<file path="config.mk">
export PLATFORM = sky130hd
export DESIGN_NAME = vuap_ctrl
export DESIGN_NICKNAME = d
export VERILOG_FILES = /design/src/rtl/vuap_pkg.sv /design/src/rtl/vuap_ctrl.sv
export SDC_FILE = /design/constraint.sdc
export NUM_CORES = 1
export LEC_CHECK = 0
export BUFFER_PORTS_ARGS = -buffer_cell sky130_fd_sc_hd__buf_2
export CORE_AREA = 4 4 41 43
export DETAILED_ROUTE_END_ITERATION = 10
export DIE_AREA = 0 0 45 47
export SLEW_MARGIN = 15
export SYNTH_ARGS = -nofsm -noshare
export SYNTH_HDL_FRONTEND = slang
export SYNTH_SLANG_ARGS = --single-unit
</file>
<file path="constraint.sdc">
create_clock -name clk -period 1 [get_ports clk]
set_input_delay 0.05 -clock clk [delete_from_list [all_inputs] [get_ports clk]]
set_output_delay 0.05 -clock clk [all_outputs]
set_load 0.02 [all_outputs]
</file>
<file path="src/rtl/vuap_pkg.sv">
// Package: shared constants, codes and controller/datapath link types.
`timescale 1ns / 1ps
package vuap_pkg;

  // Memory sizes
  localparam int VRAM_BANK_BYTES_C = 8192;
  localparam int OAM_BYTES_C       = 160;
  localparam int PALETTE_BYTES_C   = 64;

  // Bus commands (code 3 means nothing and has no effect)
  typedef enum logic [1:0] {
    CMD_READ  = 2'd0,
    CMD_WRITE = 2'd1,
    CMD_SPEED = 2'd2
  } cmd_t;

  // Display modes
  localparam logic [1:0] MODE_HBLANK = 2'd0;
  localparam logic [1:0] MODE_VBLANK = 2'd1;
  localparam logic [1:0] MODE_SCAN   = 2'd2;
  localparam logic [1:0] MODE_DRAW   = 2'd3;

  // Address map
  localparam logic [15:0] VRAM_BASE = 16'h8000;
  localparam logic [15:0] OAM_BASE  = 16'hFE00;
  localparam logic [15:0] ADDR_LCDC = 16'hFF40;
  localparam logic [15:0] ADDR_STAT = 16'hFF41;
  localparam logic [15:0] ADDR_SCY  = 16'hFF42;
  localparam logic [15:0] ADDR_SCX  = 16'hFF43;
  localparam logic [15:0] ADDR_LY   = 16'hFF44;
  localparam logic [15:0] ADDR_LYC  = 16'hFF45;
  localparam logic [15:0] ADDR_DMA  = 16'hFF46;
  localparam logic [15:0] ADDR_BGP  = 16'hFF47;
  localparam logic [15:0] ADDR_OBP0 = 16'hFF48;
  localparam logic [15:0] ADDR_OBP1 = 16'hFF49;
  localparam logic [15:0] ADDR_WY   = 16'hFF4A;
  localparam logic [15:0] ADDR_WX   = 16'hFF4B;
  localparam logic [15:0] ADDR_KEY1 = 16'hFF4D;
  localparam logic [15:0] ADDR_VBK  = 16'hFF4F;
  localparam logic [15:0] ADDR_BCPS = 16'hFF68;
  localparam logic [15:0] ADDR_BCPD = 16'hFF69;
  localparam logic [15:0] ADDR_OCPS = 16'hFF6A;
  localparam logic [15:0] ADDR_OCPD = 16'hFF6B;

  // Read masks
  localparam logic [7:0] OPEN_BUS   = 8'hFF;
  localparam logic [7:0] STAT_TOP   = 8'h80;
  localparam logic [7:0] KEY1_ONES  = 8'h7E;
  localparam logic [7:0] VBK_ONES   = 8'hFE;
  localparam logic [7:0] PIDX_ONES  = 8'h40;

  // Controller -> datapath commands
  typedef struct packed {
    logic clear_en;   // memory clearing sweep step
    logic accept;     // input transfer this cycle
    logic load_out;   // load result register
  } vuap_cmd_t;

  // Datapath -> controller status
  typedef struct packed {
    logic clear_last; // sweep at last entry
  } vuap_stat_t;

endpackage

</file>
<file path="src/rtl/vuap_ctrl.sv">
// Controller: clear sweep, request acceptance and result register handoff.
`timescale 1ns / 1ps
module vuap_ctrl
  import vuap_pkg::*;
(
  input  logic       clk,
  input  logic       rst_n,
  input  logic       in_valid,
  output logic       in_ready,
  output logic       out_valid,
  input  logic       out_ready,
  input  vuap_stat_t stat_i,
  output vuap_cmd_t  cmd_o
);

  typedef enum logic [2:0] {
    ST_CLEAR  = 3'b001,
    ST_IDLE   = 3'b010,
    ST_RESULT = 3'b100
  } state_t;

  state_t state_r, state_nxt;
  logic   out_valid_r, out_valid_nxt;

  // Next state and commands
  always_comb begin
    state_nxt      = state_r;
    cmd_o          = '0;
    in_ready       = 1'b0;
    unique case (state_r)
      ST_CLEAR: begin
        cmd_o.clear_en = 1'b1;
        if (stat_i.clear_last) begin
          state_nxt = ST_IDLE;
        end
      end
      ST_IDLE: begin
        in_ready = 1'b1;
        if (in_valid) begin
          cmd_o.accept = 1'b1;
          state_nxt    = ST_RESULT;
        end
      end
      ST_RESULT: begin
        // memory read data is ready now; wait for a free result register
        if (!out_valid_r || out_ready) begin
          cmd_o.load_out = 1'b1;
          state_nxt      = ST_IDLE;
        end
      end
      default: state_nxt = ST_CLEAR;
    endcase
  end

  // Result valid flag
  always_comb begin
    out_valid_nxt = out_valid_r;
    if (cmd_o.load_out) begin
      out_valid_nxt = 1'b1;
    end else if (out_ready) begin
      out_valid_nxt = 1'b0;
    end
  end

  always_ff @(posedge clk) begin
    if (!rst_n) begin
      state_r     <= ST_CLEAR;
      out_valid_r <= 1'b0;
    end else begin
      state_r     <= state_nxt;
      out_valid_r <= out_valid_nxt;
    end
  end

  assign out_valid = out_valid_r;

endmodule

</file>
Word level (Yosys, flattened, before mapping)
Index checks and enable logic that the tools add are counted.
{"block": "word_totals", "elab_cells": 24, "input_bits": 5, "register_bits": 4, "out_inout_bits": 5}
{"block": "op_classes", "reduce_logical": 4, "n_eq_ne": 6, "n_mux": 12}
{"cell": "$mux 3", "count": 3}
{"cell": "$pmux 3 s3", "count": 1}
{"cell": "$mux 1", "count": 8}
{"cell": "$ne 2x2->1 const B", "count": 3}
{"cell": "$eq 3x1->1 const B", "count": 1}
{"cell": "$eq 3x2->1 const B", "count": 1}
{"cell": "$eq 3x3->1 const B", "count": 1}
{"cell": "$reduce_and 3->1", "count": 1}
{"cell": "$reduce_bool 2->1", "count": 1}
{"cell": "$logic_not 1->1", "count": 1}
{"cell": "$logic_or 1x1->1", "count": 1}

Longest topological paths before layout
{"block": "logic_depth", "depth_word": 5, "ltp_mapped": 3}

Worst setup path before layout
OpenSTA, ideal clock, no wires.
{"block": "synth_path", "kind": "register to register", "startpoint": "register state_r[0]", "endpoint": "register state_r[1]", "path_stages_with_launch": 4, "synth_period_minus_slack_ns": 1.393, "path_buffers": 0, "setup_ns": 0.122, "path_slack_ns": -0.393, "arrival_time_ns": 1.272, "t_required_ns": 0.878, "path_cell_list": "dfxtp_1 > nor3b_1 > nand2b_1 > o311a_1"}
{"block": "synth_between", "elab_chain_cells": 3, "elab_cells_between_ends": 8}
{"item": "from (decl)", "line_no": "vuap_ctrl.sv:22", "source": "state_t state_r, state_nxt;"}
{"item": "from (signal assigned)", "line_no": "vuap_ctrl.sv:70", "source": "state_r <= state_nxt;"}
{"item": "$eq 3x3->1 (tied with other cells)", "line_no": "vuap_ctrl.sv:30", "source": "unique case (state_r)"}
{"item": "$ne 2x2->1 (no source line)"}
{"item": "$reduce_and 3->1 (no source line)"}
Several ways; a longest one is shown, not always the timed one.
A chain may end at the register's enable or synchronous reset.

==> results_dict.tcl <==
set metrics [dict create \
    design.core.area_um2 1301 \
    dr.first_iter.drc_count 1 \
    clock.fmax_mhz 888.9 \
    start_util_pct 16.63 \
    via_per_inst 4.000 \
    synthesis.nets 29 \
    drive_gt1_share_pct 70.45 \
    cp_max_fo 6 \
    grt_pass1_wl_um 979 \
    vias 236 \
    worst_ep_arrival_time_ps 1070 \
    syn_area_um2 216.5 \
    cp_data_required_time_ps 950 \
    fin_crit_sh_pct 112.5 \
    critical_path.endpoint_type "output port" \
    grt_pass1_vias 231 \
    clock_latency_ps 250 \
    ys_seq_elements 4 \
    drv_cap 0 \
    dpl_cell_area_um2 346.6 \
    skew_ps 14.83 \
    worstMarginPinSlew_ps 179.5 \
    p_leak_nw 0.1917 \
    hold_slack_ps 43.97 \
    firstDrtPassIters 2 \
    period_needed_ps 1125 \
    yosysUniqueCellTypes 18 \
    relSlewSlack_pct 88.02 \
    finalWeightedCongestion 0.6801 \
    setup_ws_ps -124.9 \
    chipWidth_um 45 \
    critPathKind "flip-flop to output port" \
    grt_overflow_total 0 \
    hold_viol_final 0 \
    insertedDiodeCount 0 \
    clock_sinks 4 \
    postCtsHoldBufs 0 \
    fin_area_um2 440.4 \
    rsz0062_at_grt "yes" \
    grt_antenna_before_repair 0 \
    die_h_um 47 \
    grt_max_degree 7 \
    nets 50 \
    syn2layout_area_growth_pct 103.5 \
    wl_per_cell_um 10.39 \
    min_path_type "input port to flip-flop" \
    port_buffers 9 \
    cts_max_level 1 \
    ios 10 \
    pre_cts_ws_ps -27.03 \
    status "complete, but fails checks" \
    drc 0 \
    cts_buffers 3 \
    cts_buffer_depth 2 \
    rows 13 \
    setup_violations 5 \
    synthCells 24 \
    ys_warn_count 0 \
    cts_tree "done" \
    drtAntennaViolNets 0 \
    path_clk_slew_ps 30 \
    vdd_drop_max_uv 538.0 \
    cts-root-buf "clkbuf_4" \
    routed_wl_um 613 \
    r2r-start "state_r[1]" \
    slew_viol_final 0 \
    start_kind "flip-flop" \
    syn_avg_cell_area_um2 9.019 \
    track_usage_pct 7.278 \
    failed_checks "setup timing" \
    p_total_w 0.0006226 \
    fin_setup_tns_ps -504.6 \
    ys_seq_area_share_pct 36.99 \
    dieArea_um2 2115 \
    p_per_area_nw_per_um2 1414 \
    crit_path_start "state_r[0]" \
    hp-start "rst_n" \
]
-- layer usage --
layer,GRT usage (%),vias up,share of wire [%]
li1,-,125,-
met1,8.447,103,46
met2,8.757,8,46
met3,4.598,0,8.2
met4,7.018,0,0
met5,0,-,0
-- final timing paths --
kind	slack, ps	endpoint	cells past startpoint
max reg2reg	-100	state_r[1]	5
min reg2reg	490	state_r[2]	1
max	-120	cmd_o[0]	3
min	40	state_r[0]	2
-- power by group --
| part | internal [W] | switching (W) |
|---|---|---|
| logic | 0.000123 | 0.0000764 |
| clock network | 0.000151 | 0.0000800 |
| registers | 0.000172 | 0.0000209 |
-- sequential cells by signal (all words and copies together) (netlist names) --
signal / cells
state_r: 3
out_valid: 1
-- stage by stage --
step / util [%] / std cells
global route: 33.85 / 59
detailed placement: 26.63 / 52
finish: 33.85 / 59
floorplan: - / 24
global placement: 26.63 / 52
CTS: 32.69 / 58
-- Yosys cell counts, drive strengths merged --
master	instances	area [um2]
a31oi	1	6.260
and2	1	6.260
and3b	1	8.760
buf	1	7.510
dfxtp	4	80.08
inv	1	3.750
nand2b	2	15.02
nand3	2	10.01
nand3b	1	7.510
nor2	1	3.750
nor2b	2	12.51
nor3	1	5.000
nor3b	3	27.52
o21a	1	7.510
o21ai	1	5.000
o311a	1	10.01
-- logic make-up after synthesis --
family / count (synthesis) / share of synthesized area, %
simple gates: 14 / 44.51
flops: 4 / 37.00
compound gates: 4 / 13.30
buf+inv: 2 / 5.202
-- critical path, stage by stage (launching register included) --
cell	delay (ps)
dfxtp_2	350
nand2b_2	210
nor3_4	140
buf_6	140
-- placed cells by master, fill, tap and decap left out, types with 2 or more instances in the layout --
cell type  Yosys  final
buf_6          0      6
buf_4          1      5
nand3_1        2      2
clkbuf_4       0      3
buf_2          0      6
nor3b_4        0      2
dfxtp_4        0      3
-- area by class of cell --
class,count,area [um2]
clock buffers,4,26.28
fillers,145,860.8
inverters,1,3.754
multi-input cells,18,163.9
flip-flops and latches,4,92.59
well taps,15,18.77
repair buffers,17,135.1
-- repair_timing --
item	4_1_cts	5_1_grt
endpoints found under the setup margin	5	6
setup buffers	2	1
pin swaps	2	3
resized for setup	11	3
(Power assumes the default switching activity.)
